`src/rtl/sdspi_pkg.sv`:
```
// Types, codes and constants of the SD SPI-mode command sequencer.
// Used by every design module of the block; depends on nothing.
package sdspi_pkg;

  localparam int unsigned BLK_LEN   = 512;
  localparam int unsigned BLK_SHIFT = $clog2(BLK_LEN);

  // Item kinds
  localparam logic [1:0] FN_REQ  = 2'd0;
  localparam logic [1:0] FN_RX   = 2'd1;
  localparam logic [1:0] FN_TICK = 2'd2;

  // Host request codes
  localparam logic [2:0] REQ_INIT  = 3'd0;
  localparam logic [2:0] REQ_RD    = 3'd1;
  localparam logic [2:0] REQ_RDEND = 3'd2;
  localparam logic [2:0] REQ_WR    = 3'd3;
  localparam logic [2:0] REQ_WREND = 3'd4;
  localparam logic [2:0] REQ_BYTE  = 3'd5;

  // Card kinds
  localparam logic [2:0] CK_NONE = 3'd0;
  localparam logic [2:0] CK_MMC  = 3'd1;
  localparam logic [2:0] CK_SDV1 = 3'd2;
  localparam logic [2:0] CK_SDV2 = 3'd3;
  localparam logic [2:0] CK_SDHC = 3'd4;

  // Command indexes
  localparam logic [5:0] CMD_GO_IDLE  = 6'd0;
  localparam logic [5:0] CMD_SEND_OP  = 6'd1;
  localparam logic [5:0] CMD_IF_COND  = 6'd8;
  localparam logic [5:0] CMD_BLOCKLEN = 6'd16;
  localparam logic [5:0] CMD_RD       = 6'd17;
  localparam logic [5:0] CMD_WR       = 6'd24;
  localparam logic [5:0] CMD_APP_OP   = 6'd41;
  localparam logic [5:0] CMD_READ_OCR = 6'd58;

  localparam logic [31:0] ARG_IF_COND = 32'h0000_01aa;
  localparam logic [31:0] ARG_HCS     = 32'h4000_0000;
  localparam logic [47:0] FRAME_CMD55 = 48'h77_00_00_00_00_65;
  localparam logic [7:0]  CRC_POLY    = 8'h09;
  localparam logic [7:0]  BYTE_IDLE   = 8'hff;
  localparam logic [7:0]  TOK_START   = 8'hfe;
  localparam logic [4:0]  DRESP_OK    = 5'h05;

  // Configuration register indexes
  localparam logic [2:0] REG_SEL_POLL  = 3'd0;
  localparam logic [2:0] REG_INIT_POLL = 3'd1;
  localparam logic [2:0] REG_TOK_POLL  = 3'd2;
  localparam logic [2:0] REG_RESP_POLL = 3'd3;
  localparam logic [2:0] REG_SETTLE    = 3'd4;
  localparam logic [2:0] REG_SEL_TICKS = 3'd5;

  typedef enum logic [4:0] {
    PH_IDLE, PH_DUMMY, PH_SEL_POLL, PH_SEL_WAIT, PH_CMD_LEAD, PH_APP_LEAD,
    PH_CMD_FRAME, PH_CMD_RESP, PH_SETTLE, PH_IFC_DATA, PH_OCR_DATA, PH_TOKEN,
    PH_WR_GAP, PH_WR_TOK, PH_DATA, PH_XFER, PH_RD_END, PH_WR_END, PH_RELEASE
  } phase_t;

  typedef enum logic [3:0] {
    TG_GO_IDLE, TG_IF_COND, TG_HCS, TG_OCR, TG_V1_FIRST, TG_V1_LOOP,
    TG_MMC_LOOP, TG_BLOCKLEN, TG_RD, TG_WR
  } tag_t;

  typedef struct packed {
    logic [15:0] sel_poll;
    logic [15:0] init_poll;
    logic [15:0] tok_poll;
    logic [7:0]  resp_poll;
    logic [9:0]  settle;
    logic [7:0]  sel_ticks;
  } cfg_t;

  typedef struct packed {
    logic        start;
    logic [5:0]  idx;
    logic [31:0] arg;
  } crc_req_t;

  function automatic logic [15:0] lim16(input logic [15:0] x);
    return (x == 16'd0) ? 16'd1 : x;
  endfunction

endpackage

```
`src/rtl/sdspi_cfg.sv`:
```
// APB-style configuration registers of the sequencer.
// Depends on sdspi_pkg for the register indexes and the cfg_t bundle.
module sdspi_cfg (
  input  logic               clk,
  input  logic               rst_n,
  input  logic               psel,
  input  logic               penable,
  input  logic               pwrite,
  input  logic [4:0]         paddr,
  input  logic [31:0]        pwdata,
  output logic [31:0]        prdata,
  output logic               pready,
  output sdspi_pkg::cfg_t    cfg
);

  sdspi_pkg::cfg_t cfg_r;
  logic [2:0]      idx;
  logic            wr_en;

  assign idx    = paddr[4:2];
  assign wr_en  = psel & penable & pwrite;
  assign pready = 1'b1;
  assign cfg    = cfg_r;

  // Write the addressed register
  always_ff @(posedge clk) begin
    if (!rst_n) begin
      cfg_r.sel_poll  <= 16'd50000;
      cfg_r.init_poll <= 16'd50000;
      cfg_r.tok_poll  <= 16'd50000;
      cfg_r.resp_poll <= 8'd10;
      cfg_r.settle    <= 10'd250;
      cfg_r.sel_ticks <= 8'd1;
    end else if (wr_en) begin
      unique case (idx)
        sdspi_pkg::REG_SEL_POLL:  cfg_r.sel_poll  <= pwdata[15:0];
        sdspi_pkg::REG_INIT_POLL: cfg_r.init_poll <= pwdata[15:0];
        sdspi_pkg::REG_TOK_POLL:  cfg_r.tok_poll  <= pwdata[15:0];
        sdspi_pkg::REG_RESP_POLL: cfg_r.resp_poll <= pwdata[7:0];
        sdspi_pkg::REG_SETTLE:    cfg_r.settle    <= pwdata[9:0];
        sdspi_pkg::REG_SEL_TICKS: cfg_r.sel_ticks <= pwdata[7:0];
        default: ;
      endcase
    end
  end

  // Read back the addressed register
  always_comb begin
    unique case (idx)
      sdspi_pkg::REG_SEL_POLL:  prdata = {16'd0, cfg_r.sel_poll};
      sdspi_pkg::REG_INIT_POLL: prdata = {16'd0, cfg_r.init_poll};
      sdspi_pkg::REG_TOK_POLL:  prdata = {16'd0, cfg_r.tok_poll};
      sdspi_pkg::REG_RESP_POLL: prdata = {24'd0, cfg_r.resp_poll};
      sdspi_pkg::REG_SETTLE:    prdata = {22'd0, cfg_r.settle};
      sdspi_pkg::REG_SEL_TICKS: prdata = {24'd0, cfg_r.sel_ticks};
      default:                  prdata = 32'd0;
    endcase
  end

endmodule

```
`src/rtl/sdspi_crc7.sv`:
```
// Bit-serial command frame builder: CRC7 over the five leading bytes.
// One message bit per cycle; depends on sdspi_pkg.
module sdspi_crc7 (
  input  logic                  clk,
  input  logic                  rst_n,
  input  sdspi_pkg::crc_req_t   req,
  output logic                  busy,
  output logic [47:0]           frame
);

  logic [39:0] msg_r, msg_nxt;
  logic [7:0]  crc_r, crc_nxt;
  logic [5:0]  cnt_r, cnt_nxt;
  logic        busy_r, busy_nxt;
  logic [7:0]  sh;

  assign busy  = busy_r;
  assign frame = {msg_r, crc_r[6:0], 1'b1};

  // Load a message on start, else shift one message bit through the CRC and rotate the message back
  always_comb begin
    msg_nxt  = msg_r;
    crc_nxt  = crc_r;
    cnt_nxt  = cnt_r;
    busy_nxt = busy_r;
    sh       = {crc_r[6:0], 1'b0};
    if (req.start) begin
      msg_nxt  = {2'b01, req.idx, req.arg};
      crc_nxt  = 8'd0;
      cnt_nxt  = 6'd40;
      busy_nxt = 1'b1;
    end else if (busy_r) begin
      crc_nxt  = (msg_r[39] ^ sh[7]) ? (sh ^ sdspi_pkg::CRC_POLY) : sh;
      msg_nxt  = {msg_r[38:0], msg_r[39]};
      cnt_nxt  = cnt_r - 6'd1;
      busy_nxt = (cnt_r != 6'd1);
    end
  end

  always_ff @(posedge clk) begin
    if (!rst_n) begin
      busy_r <= 1'b0;
      cnt_r  <= 6'd0;
      msg_r  <= 40'd0;
      crc_r  <= 8'd0;
    end else begin
      busy_r <= busy_nxt;
      cnt_r  <= cnt_nxt;
      msg_r  <= msg_nxt;
      crc_r  <= crc_nxt;
    end
  end

endmodule

```
`src/rtl/sdspi_seq.sv`:
```
// Byte-level sequencer: init ladder, sector begin/end and data exchange.
// Depends on sdspi_pkg; drives the frame builder through a crc_req_t.
module sdspi_seq (
  input  logic                 clk,
  input  logic                 rst_n,
  input  sdspi_pkg::cfg_t      cfg,
  input  logic                 step,
  input  logic [1:0]           func,
  input  logic [2:0]           request,
  input  logic [31:0]          sector,
  input  logic [7:0]           data_out,
  input  logic [7:0]           rx_byte,
  input  logic [47:0]          frame,
  output sdspi_pkg::crc_req_t  crc_req,
  input  logic                 res_take,
  output logic                 res_valid,
  output logic                 tx_valid,
  output logic [7:0]           tx_byte,
  output logic                 chip_select,
  output logic                 fast_clock,
  output logic                 done_res,
  output logic                 success,
  output logic [2:0]           card_kind,
  output logic [7:0]           rx_data
);

  sdspi_pkg::phase_t phase_r, phase_nxt;
  sdspi_pkg::tag_t   tag_r, tag_nxt;
  logic [2:0]  card_r, card_nxt, found_r, found_nxt, act_r, act_nxt;
  logic        speed_r, speed_nxt, cs_r, cs_nxt, app_r, app_nxt, fok_r, fok_nxt;
  logic [2:0]  fi_r, fi_nxt;
  logic [15:0] retry_r, retry_nxt;
  logic [9:0]  tick_r, tick_nxt;
  logic [31:0] ocr_r, ocr_nxt, blk_r, blk_nxt;
  logic [7:0]  resp_r, resp_nxt;

  logic        vld_r, txv_r, done_r, ok_r;
  logic [7:0]  txb_r, rxd_r;

  logic       txv_r_nxt, done_r_nxt, ok_r_nxt;
  logic [7:0] txb_r_nxt, rxd_r_nxt;

  function automatic logic [7:0] pick(input logic [47:0] fr, input logic [2:0] i);
    logic [47:0] s;
    s = fr >> (6'd8 * (6'd5 - {3'd0, i}));
    return s[7:0];
  endfunction

  always_comb begin
    logic        txv, done, ok, do_cmd, do_tail, do_rel, do_sel, do_frm, st;
    logic [7:0]  txb, rxo, r;
    logic [47:0] fr;
    logic [5:0]  s_idx;
    logic [31:0] s_arg;
    logic        s_app;
    sdspi_pkg::tag_t s_tag;

    phase_nxt = phase_r; tag_nxt = tag_r; card_nxt = card_r; found_nxt = found_r;
    act_nxt = act_r; speed_nxt = speed_r; cs_nxt = cs_r; app_nxt = app_r;
    fok_nxt = fok_r; fi_nxt = fi_r; retry_nxt = retry_r; tick_nxt = tick_r;
    ocr_nxt = ocr_r; blk_nxt = blk_r; resp_nxt = resp_r;
    txv = 1'b0; txb = 8'd0; done = 1'b0; ok = 1'b0; rxo = 8'd0;
    do_cmd = 1'b0; do_tail = 1'b0; do_rel = 1'b0; do_sel = 1'b0; do_frm = 1'b0;
    st = 1'b0; r = rx_byte; s_idx = 6'd0; s_arg = 32'd0; s_app = 1'b0;
    s_tag = tag_r; fr = 48'd0;

    // Dispatch the item on its kind
    unique case (func)
      sdspi_pkg::FN_REQ: begin
        if (phase_r == sdspi_pkg::PH_IDLE) begin
          if (request == sdspi_pkg::REQ_INIT) begin
            act_nxt = sdspi_pkg::REQ_INIT; found_nxt = sdspi_pkg::CK_NONE;
            cs_nxt = 1'b0; speed_nxt = 1'b0; retry_nxt = 16'd10;
            txv = 1'b1; txb = sdspi_pkg::BYTE_IDLE; phase_nxt = sdspi_pkg::PH_DUMMY;
          end else if ((request == sdspi_pkg::REQ_RD || request == sdspi_pkg::REQ_WR) &&
                       card_r != sdspi_pkg::CK_NONE) begin
            act_nxt = request;
            blk_nxt = (card_r == sdspi_pkg::CK_SDHC) ? sector
                                                      : (sector << sdspi_pkg::BLK_SHIFT);
            do_sel = 1'b1;
          end else begin
            done = 1'b1;
          end
        end else if (phase_r == sdspi_pkg::PH_DATA) begin
          if (request == sdspi_pkg::REQ_BYTE) begin
            txv = 1'b1; txb = data_out; phase_nxt = sdspi_pkg::PH_XFER;
          end else if (request == sdspi_pkg::REQ_RDEND && act_r == sdspi_pkg::REQ_RD) begin
            fi_nxt = 3'd0; txv = 1'b1; txb = sdspi_pkg::BYTE_IDLE;
            phase_nxt = sdspi_pkg::PH_RD_END;
          end else if (request == sdspi_pkg::REQ_WREND && act_r == sdspi_pkg::REQ_WR) begin
            fi_nxt = 3'd0; txv = 1'b1; txb = sdspi_pkg::BYTE_IDLE;
            phase_nxt = sdspi_pkg::PH_WR_END;
          end else begin
            done = 1'b1;
          end
        end
      end
      sdspi_pkg::FN_RX: begin
        unique case (phase_r) inside
          sdspi_pkg::PH_DUMMY: begin
            retry_nxt = retry_r - 16'd1;
            if (retry_nxt != 16'd0) begin
              txv = 1'b1; txb = sdspi_pkg::BYTE_IDLE;
            end else do_sel = 1'b1;
          end
          sdspi_pkg::PH_SEL_POLL: begin
            if (rx_byte == sdspi_pkg::BYTE_IDLE) begin
              st = 1'b1;
              if (act_r == sdspi_pkg::REQ_INIT) begin
                s_idx = sdspi_pkg::CMD_GO_IDLE; s_tag = sdspi_pkg::TG_GO_IDLE;
              end else if (act_r == sdspi_pkg::REQ_RD) begin
                s_idx = sdspi_pkg::CMD_RD; s_arg = blk_r; s_tag = sdspi_pkg::TG_RD;
              end else begin
                s_idx = sdspi_pkg::CMD_WR; s_arg = blk_r; s_tag = sdspi_pkg::TG_WR;
              end
            end else begin
              retry_nxt = retry_r - 16'd1;
              tick_nxt = {2'd0, cfg.sel_ticks};
              if (cfg.sel_ticks == 8'd0) begin
                if (retry_nxt == 16'd0) begin
                  fok_nxt = 1'b0; found_nxt = sdspi_pkg::CK_NONE; do_rel = 1'b1;
                end else begin
                  txv = 1'b1; txb = sdspi_pkg::BYTE_IDLE;
                end
              end else phase_nxt = sdspi_pkg::PH_SEL_WAIT;
            end
          end
          sdspi_pkg::PH_CMD_LEAD: begin
            if (app_r) begin
              txv = 1'b1; txb = sdspi_pkg::BYTE_IDLE; phase_nxt = sdspi_pkg::PH_APP_LEAD;
            end else do_frm = 1'b1;
          end
          sdspi_pkg::PH_APP_LEAD: do_frm = 1'b1;
          sdspi_pkg::PH_CMD_FRAME: begin
            fi_nxt = fi_r + 3'd1;
            txv = 1'b1;
            if (fi_nxt < 3'd6) begin
              fr = app_r ? sdspi_pkg::FRAME_CMD55 : frame;
              txb = pick(fr, fi_nxt);
            end else begin
              resp_nxt = (cfg.resp_poll == 8'd0) ? 8'd1 : cfg.resp_poll;
              txb = sdspi_pkg::BYTE_IDLE; phase_nxt = sdspi_pkg::PH_CMD_RESP;
            end
          end
          sdspi_pkg::PH_CMD_RESP: begin
            if (rx_byte == sdspi_pkg::BYTE_IDLE && resp_r > 8'd1) begin
              resp_nxt = resp_r - 8'd1; txv = 1'b1; txb = sdspi_pkg::BYTE_IDLE;
            end else if (app_r) begin
              app_nxt = 1'b0;
              if (rx_byte > 8'd1) do_cmd = 1'b1; else do_frm = 1'b1;
            end else do_cmd = 1'b1;
          end
          sdspi_pkg::PH_IFC_DATA, sdspi_pkg::PH_OCR_DATA: begin
            ocr_nxt = {ocr_r[23:0], rx_byte};
            fi_nxt = fi_r + 3'd1;
            if (fi_nxt < 3'd4) begin
              txv = 1'b1; txb = sdspi_pkg::BYTE_IDLE;
            end else if (phase_r == sdspi_pkg::PH_OCR_DATA) begin
              found_nxt = ocr_nxt[30] ? sdspi_pkg::CK_SDHC : sdspi_pkg::CK_SDV2;
              do_tail = 1'b1;
            end else if (ocr_nxt[15:0] == sdspi_pkg::ARG_IF_COND[15:0]) begin
              retry_nxt = sdspi_pkg::lim16(cfg.init_poll);
              st = 1'b1; s_idx = sdspi_pkg::CMD_APP_OP; s_app = 1'b1;
              s_arg = sdspi_pkg::ARG_HCS; s_tag = sdspi_pkg::TG_HCS;
            end else do_tail = 1'b1;
          end
          sdspi_pkg::PH_TOKEN: begin
            if (rx_byte == sdspi_pkg::BYTE_IDLE && retry_r > 16'd1) begin
              retry_nxt = retry_r - 16'd1; txv = 1'b1; txb = sdspi_pkg::BYTE_IDLE;
            end else if (rx_byte == sdspi_pkg::TOK_START) begin
              phase_nxt = sdspi_pkg::PH_DATA; done = 1'b1; ok = 1'b1;
            end else begin
              fok_nxt = 1'b0; do_rel = 1'b1;
            end
          end
          sdspi_pkg::PH_WR_GAP: begin
            txv = 1'b1; txb = sdspi_pkg::TOK_START; phase_nxt = sdspi_pkg::PH_WR_TOK;
          end
          sdspi_pkg::PH_WR_TOK: begin
            phase_nxt = sdspi_pkg::PH_DATA; done = 1'b1; ok = 1'b1;
          end
          sdspi_pkg::PH_XFER: begin
            phase_nxt = sdspi_pkg::PH_DATA; rxo = rx_byte; done = 1'b1; ok = 1'b1;
          end
          sdspi_pkg::PH_RD_END: begin
            fi_nxt = fi_r + 3'd1;
            if (fi_nxt < 3'd2) begin
              txv = 1'b1; txb = sdspi_pkg::BYTE_IDLE;
            end else begin
              fok_nxt = 1'b1; do_rel = 1'b1;
            end
          end
          sdspi_pkg::PH_WR_END: begin
            fi_nxt = fi_r + 3'd1;
            if (fi_nxt < 3'd3) begin
              txv = 1'b1; txb = sdspi_pkg::BYTE_IDLE;
            end else begin
              fok_nxt = (rx_byte[4:0] == sdspi_pkg::DRESP_OK); do_rel = 1'b1;
            end
          end
          sdspi_pkg::PH_RELEASE: begin
            phase_nxt = sdspi_pkg::PH_IDLE; done = 1'b1;
            if (act_r == sdspi_pkg::REQ_INIT) begin
              card_nxt = found_r; ok = (found_r != sdspi_pkg::CK_NONE);
            end else ok = fok_r;
          end
          default: ;
        endcase
      end
      sdspi_pkg::FN_TICK: begin
        if (phase_r == sdspi_pkg::PH_SETTLE || phase_r == sdspi_pkg::PH_SEL_WAIT) begin
          tick_nxt = (tick_r != 10'd0) ? tick_r - 10'd1 : 10'd0;
          if (tick_nxt == 10'd0) begin
            if (phase_r == sdspi_pkg::PH_SETTLE) begin
              speed_nxt = 1'b1; st = 1'b1; s_idx = sdspi_pkg::CMD_IF_COND;
              s_arg = sdspi_pkg::ARG_IF_COND; s_tag = sdspi_pkg::TG_IF_COND;
            end else if (retry_r == 16'd0) begin
              fok_nxt = 1'b0; found_nxt = sdspi_pkg::CK_NONE; do_rel = 1'b1;
            end else begin
              txv = 1'b1; txb = sdspi_pkg::BYTE_IDLE; phase_nxt = sdspi_pkg::PH_SEL_POLL;
            end
          end
        end
      end
      default: ;
    endcase

    // Act on the command response
    if (do_cmd) begin
      unique case (tag_r) inside
        sdspi_pkg::TG_GO_IDLE: begin
          if (r <= 8'd1) begin
            tick_nxt = cfg.settle;
            if (cfg.settle == 10'd0) begin
              speed_nxt = 1'b1; st = 1'b1; s_idx = sdspi_pkg::CMD_IF_COND;
              s_arg = sdspi_pkg::ARG_IF_COND; s_tag = sdspi_pkg::TG_IF_COND;
            end else phase_nxt = sdspi_pkg::PH_SETTLE;
          end else do_tail = 1'b1;
        end
        sdspi_pkg::TG_IF_COND: begin
          if (r <= 8'd1) begin
            fi_nxt = 3'd0; ocr_nxt = 32'd0; txv = 1'b1; txb = sdspi_pkg::BYTE_IDLE;
            phase_nxt = sdspi_pkg::PH_IFC_DATA;
          end else begin
            st = 1'b1; s_idx = sdspi_pkg::CMD_APP_OP; s_app = 1'b1;
            s_tag = sdspi_pkg::TG_V1_FIRST;
          end
        end
        sdspi_pkg::TG_OCR: begin
          if (r == 8'd0) begin
            fi_nxt = 3'd0; ocr_nxt = 32'd0; txv = 1'b1; txb = sdspi_pkg::BYTE_IDLE;
            phase_nxt = sdspi_pkg::PH_OCR_DATA;
          end else do_tail = 1'b1;
        end
        sdspi_pkg::TG_V1_FIRST: begin
          retry_nxt = sdspi_pkg::lim16(cfg.init_poll);
          st = 1'b1;
          if (r <= 8'd1) begin
            s_idx = sdspi_pkg::CMD_APP_OP; s_app = 1'b1; s_tag = sdspi_pkg::TG_V1_LOOP;
          end else begin
            s_idx = sdspi_pkg::CMD_SEND_OP; s_tag = sdspi_pkg::TG_MMC_LOOP;
          end
        end
        sdspi_pkg::TG_HCS, sdspi_pkg::TG_V1_LOOP, sdspi_pkg::TG_MMC_LOOP: begin
          if (r == 8'd0) begin
            if (tag_r == sdspi_pkg::TG_HCS) begin
              st = 1'b1; s_idx = sdspi_pkg::CMD_READ_OCR; s_tag = sdspi_pkg::TG_OCR;
            end else begin
              found_nxt = (tag_r == sdspi_pkg::TG_V1_LOOP) ? sdspi_pkg::CK_SDV1
                                                           : sdspi_pkg::CK_MMC;
              do_tail = 1'b1;
            end
          end else begin
            retry_nxt = retry_r - 16'd1;
            if (retry_nxt == 16'd0) do_tail = 1'b1;
            else begin
              st = 1'b1; s_tag = tag_r;
              if (tag_r == sdspi_pkg::TG_MMC_LOOP) s_idx = sdspi_pkg::CMD_SEND_OP;
              else begin
                s_idx = sdspi_pkg::CMD_APP_OP; s_app = 1'b1;
                s_arg = (tag_r == sdspi_pkg::TG_HCS) ? sdspi_pkg::ARG_HCS : 32'd0;
              end
            end
          end
        end
        sdspi_pkg::TG_BLOCKLEN: do_rel = 1'b1;
        sdspi_pkg::TG_RD: begin
          if (r == 8'd0) begin
            retry_nxt = sdspi_pkg::lim16(cfg.tok_poll);
            txv = 1'b1; txb = sdspi_pkg::BYTE_IDLE; phase_nxt = sdspi_pkg::PH_TOKEN;
          end else begin
            fok_nxt = 1'b0; do_rel = 1'b1;
          end
        end
        default: begin
          if (r == 8'd0) begin
            txv = 1'b1; txb = sdspi_pkg::BYTE_IDLE; phase_nxt = sdspi_pkg::PH_WR_GAP;
          end else begin
            fok_nxt = 1'b0; do_rel = 1'b1;
          end
        end
      endcase
    end

    // Finish init: set the block length for MMC and SD v1/v2 cards, else drop select
    if (do_tail) begin
      if (found_nxt >= sdspi_pkg::CK_MMC && found_nxt <= sdspi_pkg::CK_SDV2) begin
        st = 1'b1; s_idx = sdspi_pkg::CMD_BLOCKLEN; s_app = 1'b0;
        s_arg = 32'(sdspi_pkg::BLK_LEN); s_tag = sdspi_pkg::TG_BLOCKLEN;
      end else do_rel = 1'b1;
    end
    if (do_rel) begin
      cs_nxt = 1'b0; txv = 1'b1; txb = sdspi_pkg::BYTE_IDLE;
      phase_nxt = sdspi_pkg::PH_RELEASE;
    end
    if (do_sel) begin
      cs_nxt = 1'b1; retry_nxt = sdspi_pkg::lim16(cfg.sel_poll);
      txv = 1'b1; txb = sdspi_pkg::BYTE_IDLE; phase_nxt = sdspi_pkg::PH_SEL_POLL;
    end
    if (do_frm) begin
      fi_nxt = 3'd0; txv = 1'b1;
      fr = app_nxt ? sdspi_pkg::FRAME_CMD55 : frame;
      txb = pick(fr, 3'd0); phase_nxt = sdspi_pkg::PH_CMD_FRAME;
    end
    if (st) begin
      app_nxt = s_app; tag_nxt = s_tag; txv = 1'b1; txb = sdspi_pkg::BYTE_IDLE;
      phase_nxt = sdspi_pkg::PH_CMD_LEAD;
    end

    crc_req.start = step & st;
    crc_req.idx   = s_idx;
    crc_req.arg   = s_arg;

    txv_r_nxt  = txv;
    txb_r_nxt  = txb;
    done_r_nxt = done;
    ok_r_nxt   = ok;
    rxd_r_nxt  = rxo;
  end

  // Hold the state; advance it on an accepted item
  always_ff @(posedge clk) begin
    if (!rst_n) begin
      phase_r <= sdspi_pkg::PH_IDLE; tag_r <= sdspi_pkg::TG_GO_IDLE;
      card_r <= sdspi_pkg::CK_NONE; found_r <= sdspi_pkg::CK_NONE; act_r <= 3'd0;
      speed_r <= 1'b0; cs_r <= 1'b0; app_r <= 1'b0; fok_r <= 1'b0; fi_r <= 3'd0;
      retry_r <= 16'd0; tick_r <= 10'd0; ocr_r <= 32'd0; blk_r <= 32'd0;
      resp_r <= 8'd0; vld_r <= 1'b0;
    end else begin
      if (step) begin
        phase_r <= phase_nxt; tag_r <= tag_nxt; card_r <= card_nxt;
        found_r <= found_nxt; act_r <= act_nxt; speed_r <= speed_nxt;
        cs_r <= cs_nxt; app_r <= app_nxt; fok_r <= fok_nxt; fi_r <= fi_nxt;
        retry_r <= retry_nxt; tick_r <= tick_nxt; ocr_r <= ocr_nxt;
        blk_r <= blk_nxt; resp_r <= resp_nxt;
      end
      if (step) vld_r <= 1'b1;
      else if (res_take) vld_r <= 1'b0;
    end
  end

  // Capture the result item
  always_ff @(posedge clk) begin
    if (step) begin
      txv_r  <= txv_r_nxt;
      txb_r  <= txb_r_nxt;
      done_r <= done_r_nxt;
      ok_r   <= ok_r_nxt;
      rxd_r  <= rxd_r_nxt;
    end
  end

  assign res_valid   = vld_r;
  assign tx_valid    = txv_r;
  assign tx_byte     = txb_r;
  assign done_res    = done_r;
  assign success     = ok_r;
  assign rx_data     = rxd_r;
  assign chip_select = cs_r;
  assign fast_clock  = speed_r;
  assign card_kind   = card_r;

endmodule

```
`src/rtl/sd_spi_command_sequencer_top.sv`:
```
// SD SPI-mode command sequencer: one result item per input item.
// The registered result appears in the cycle after the item is taken.
// No item is taken while a result waits or while the bit-serial CRC7
// frame builder is shifting the 40 message bits of a command frame.
// Reset (synchronous, active low): idle, deselected, slow clock, no card.
module sd_spi_command_sequencer_top (
  input  logic        clk,
  input  logic        rst_n,
  input  logic        psel,
  input  logic        penable,
  input  logic        pwrite,
  input  logic [4:0]  paddr,
  input  logic [31:0] pwdata,
  output logic [31:0] prdata,
  output logic        pready,
  input  logic        in_valid,
  output logic        in_stall,
  input  logic [1:0]  in_func,
  input  logic [2:0]  in_request,
  input  logic [31:0] in_sector,
  input  logic [7:0]  in_data_out,
  input  logic [7:0]  in_rx_byte,
  output logic        out_valid,
  input  logic        out_stall,
  output logic        out_tx_valid,
  output logic [7:0]  out_tx_byte,
  output logic        out_chip_select,
  output logic        out_fast_clock,
  output logic        out_done_res,
  output logic        out_success,
  output logic [2:0]  out_card_kind,
  output logic [7:0]  out_rx_data
);

  sdspi_pkg::cfg_t     cfg;
  sdspi_pkg::crc_req_t crc_req;
  logic                crc_busy;
  logic [47:0]         frame;
  logic                step;

  // Take an item only when the result slot is free and no frame is building
  assign in_stall = out_valid | crc_busy;
  assign step     = in_valid & ~in_stall;

  sdspi_cfg u_cfg (
    .clk, .rst_n, .psel, .penable, .pwrite, .paddr, .pwdata, .prdata, .pready, .cfg
  );

  sdspi_crc7 u_crc (
    .clk, .rst_n, .req(crc_req), .busy(crc_busy), .frame
  );

  sdspi_seq u_seq (
    .clk, .rst_n, .cfg, .step,
    .func(in_func), .request(in_request), .sector(in_sector),
    .data_out(in_data_out), .rx_byte(in_rx_byte), .frame, .crc_req,
    .res_take(~out_stall), .res_valid(out_valid),
    .tx_valid(out_tx_valid), .tx_byte(out_tx_byte),
    .chip_select(out_chip_select), .fast_clock(out_fast_clock),
    .done_res(out_done_res), .success(out_success),
    .card_kind(out_card_kind), .rx_data(out_rx_data)
  );

endmodule

```
`config.mk`:
```
export PLATFORM = sky130hd
export DESIGN_NAME = sd_spi_command_sequencer_top
export DESIGN_NICKNAME = d
export VERILOG_FILES = /design/src/rtl/sdspi_pkg.sv /design/src/rtl/sdspi_cfg.sv /design/src/rtl/sdspi_crc7.sv /design/src/rtl/sdspi_seq.sv /design/src/rtl/sd_spi_command_sequencer_top.sv
export SDC_FILE = /design/constraint.sdc
export NUM_CORES = 1
export LEC_CHECK = 0
export BUFFER_PORTS_ARGS = -buffer_cell sky130_fd_sc_hd__buf_2
export CORE_MARGIN = 10
export CORE_UTILIZATION = 40
export CTS_CLUSTER_SIZE = 10
export DETAILED_ROUTE_END_ITERATION = 8
export HOLD_SLACK_MARGIN = 0.15
export PLACE_DENSITY = 0.65
export REMOVE_ABC_BUFFERS = 1
export SYNTH_ARGS = -nofsm -noshare
export SYNTH_HDL_FRONTEND = slang
export SYNTH_HIERARCHICAL = 1
export SYNTH_SLANG_ARGS = --single-unit
```
`constraint.sdc`:
```
create_clock -name clk -period 6.2 [get_ports clk]
set_input_delay 0.93 -clock clk [delete_from_list [all_inputs] [get_ports clk]]
set_output_delay 0.93 -clock clk [all_outputs]
set_load 0.005 [all_outputs]
```
==> metrics list <==
* Status: completed
- Of the cells placed in the final design, the portion with a size suffix greater than 1 is 12.7%.
* Asr flop ratio synth: 0%
- Clk pin slew, worst setup/hold paths: 0.07 ns
* Post-DRT Antenna Nets: 0
- Sw frac: between 20% and 30%
* Average wire per standard cell: between 20 and 25 um
- Hold Path Class: reg2reg
- In this run, synthesis produced a sequential element count of 249.
* Power per unit of standard cell area: 199 nW/um^2
- The multi-input combinational cells in the finished layout cover a total of 11,100 um^2.
- Mean instance size in the synthesized netlist: 7.78 um^2
- Worst Path Required: 6.65 ns
- Clock skew on the completed layout was measured at 0.0336 ns.
* Die area: slightly above 50,000 um^2
- TritonCTS created 31 clock buffers.
- Fmax achieved: 207 MHz
- In this run, post-CTS repair resized a total of 0 instances.
- Hold is met by approximately 0.45 ns.
- For the worst setup path, the data arrival time is roughly 5.3 ns.
- Detailed Route WL: 63,500 um
- Final setup violation count: 0
- Number of buffers added to fix hold violations after cts: 0
* Post-Layout Cell Count: 2,839
- Internal power contribution: around 2800 uW
* Top-Level Pins: 156
- Global Route Usage Sum: 23.1%
- After layout, the worst path uses 77.8% of the clock period.
* Number of global-route vias before repair: 16,200
- Detailed placement ended at an HPWL of 46,400 um.
- Iteration-0 DRC Markers: between 2,000 and 2,500
- CP Class: reg2reg
* Total placed cells including tap cells: around 2,800
- Per report_power, the sequential group accounts for 44.0% of the total.
- Clock latency on the worst-skew pair, taken at its later pin, is 0.59 ns.
- Library cell used as clock root buffer: clkbuf_16
- Synth unique cells: 113
- Area delta synth->final: 10.1%
- The synthesized netlist occupies a cell area of 17,300 um^2.
* Hold violation count in the final report: 0
- The routed layout has 17,500 vias.
- Summed over all nets, the switching power comes to 981 uW.
- Worst-margin pin slew: roughly 1.2 ns
* Clock network fraction of total power: 45.5%
* Crit path launch type: flip-flop
- Kind of end point of the critical path: flip-flop
- Number of fill cells in the layout: 4,375
* Maximum count of clock buffers along a single path: 3
* CTS tree: yes
* Largest vdd supply drop: 165 uV
- Proportion of power drawn by combinational gates: 10.5%
- The library cell used most frequently in the layout, excluding fill and tap cells, is nand2_1.
- The total area inside the core boundary comes to 42,900 um^2.
* Top flip-flop cell by instance count after synthesis: dfxtp_1
* Sequential fraction of the synthesis area: 30.0%
* Post-Route Setup TNS: 0 ns
- Clock sink count: 249
- Sequential standard cell area: just over 5000 um^2
- After layout, the minimum clock period comes to 4.82 ns.
- Largest net degree at the start of global routing: 161
- Final slew viol count: 0
* Number of port buffers: between 100 and 150
- Worst slew margin relative to its limit: 19.9%
- Mean number of vias per cell: slightly above 6
- The analysis attributes to cell leakage a power of ~0.0070 uW.
- In the layout the commonest cells are 242 x nand2_1, 229 x dfxtp_1, 218 x nor2_1, 178 x o21ai_0, 173 x mux2i_1.
- The first global-routing pass estimated 97,700 um of wire.
- # Max-Cap Violations: 0
- The floorplan step set the die height to 228 um.
* Post-route DRC: 0
- The first TritonRoute pass finished after 6 iterations.
* Post-CTS setup buffer count: 0
- The number of antenna violations at the first check in global routing is 3.
* Unrepaired setup endpoints after global routing: false
- Synthesis Warnings: 6
* Peak fanout along the critical path: 82
- Synthesis produced a netlist whose cell count is 2,220.
- Weighted congestion reported at the end of routability-driven placement: 0.986
- Overall overflow remaining after global route: 0
- Number of placement rows: 76
* CTS HTree Levels: 1
- Initial Util: 40.3%
* Final nets: 2,349
- Measured along the x axis, the die boundary spans between 200 and 250 um.
- The synthesized design contains 19 enable-type register cells.
-- cell usage after synthesis, types with 11 or more instances --
library cell	number	area (um^2)
nand2_1	242	908
dfxtp_1	230	4600
nor2_1	219	822
o21ai_0	178	891
mux2i_1	173	1730
a21oi_1	137	686
clkbuf_1	126	473
and2_1	84	526
nand3_1	50	250
inv_1	46	173
a211oi_1	43	323
nor2b_1	37	231
nor3_1	33	165
a22oi_1	29	218
nor4_1	29	181
o211ai_1	29	218
a31oi_1	25	156
buf_4	22	165
and3_1	21	131
buf_2	21	105
nand2b_1	21	131
a21o_1	19	143
edfxtp_1	19	571
o22ai_1	19	119
ha_1	16	200
xnor2_1	14	123
nor3b_1	13	97.6
o221ai_1	13	114
or3_1	13	81.3
a221oi_1	12	105
nand4_1	12	75.1
buf_6	11	124
o21a_1	11	82.6
o31ai_1	11	82.6
xor2_1	11	96.3
-- flip-flops by register name, summed over array words and instances (netlist names), 7 cells and up --
name / cells
u_seq/rx_data: 8
u_crc/crc_r: 7
u_seq/ocr_r: 10
u_seq/tick_r: 10
u_seq/resp_r: 8
u_crc/msg_r: 40
u_cfg/cfg: 74
u_seq/blk_r: 32
u_seq/tx_byte: 8
u_seq/retry_r: 16
-- metal layers --
layer / wire, um / GRT usage (%) / vias up
li1: - / - / 8091
met1: 27900 / 32.1 / 8386
met2: 28000 / 35.5 / 853
met3: 5860 / 3.97 / 123
met4: 1770 / 7.78 / 2
met5: 15 / 0 / -
-- metrics by stage --
step	area, um^2	worst slack [ns]	power, uW	util, %
6_report	19000	1.38	3780	44.3
5_1_grt	19000	1.12	3910	44.3
4_1_cts	19000	1.49	3810	44.3
3_5_place_dp	18100	1.34	2080	42.1
3_3_place_gp	18100	1.49	2080	42.1
2_1_floorplan	16400	-2.48	1920	-
-- cells by family after synthesis --
| kind of cell | synth area share [%] |
|---|---|
| multiplexers | 10.7 |
| flip-flops | 30.0 |
| other | 0.0869 |
| buffers and inverters | 6.48 |
| AO/OA/AOI/OAI | 25.1 |
| adder cells (fa/ha/maj) | 1.16 |
| XOR/XNOR | 1.27 |
| AND/OR/NAND/NOR | 25.2 |
-- power by group through the flow --
stage	Combinational [uW]	Sequential (uW)	Clock [uW]
after floorplan	223	1690	0
final	396	1660	1720
after CTS	388	1660	1760
after global routing	430	1670	1810
after global placement	381	1700	0
after detailed placement	386	1700	0
-- path summary, 6_finish.rpt --
path	endpoint	depth (start not counted)	slack, ns	startpoint
setup / recovery	u_crc/msg_r[31]	13	1.38	u_seq/retry_r[1]
hold / removal	u_seq/blk_r[4]	2	0.45	u_seq/blk_r[4]
setup reg to reg	u_crc/msg_r[31]	13	1.38	u_seq/retry_r[1]
hold reg to reg	u_seq/blk_r[4]	2	0.45	u_seq/blk_r[4]
-- worst max-delay path, cell delays in order (launching register included) --
cell     delay [ns]
dfxtp_1        0.39
inv_1          0.19
ha_1           0.38
nor2b_1        0.26
nand4_1        0.20
xor2_1         0.45
nand3_1        0.18
or2_1          0.41
o31ai_4        0.62
o211a_1        0.40
o21a_2         0.16
buf_4          0.57
o21ai_0        0.24
and2_1         0.21
-- layout make-up --
type	count	area share, %
inverters	48	0.948
well taps	585	3.85
diodes	2	0.0263
multi-input cells	1747	58.2
clock buffers	45	4.73
flip-flops and latches	249	27.2
repair buffers	159	4.78
clock inverters	4	0.237
Note: power is estimated with default switching activity, not from simulation.
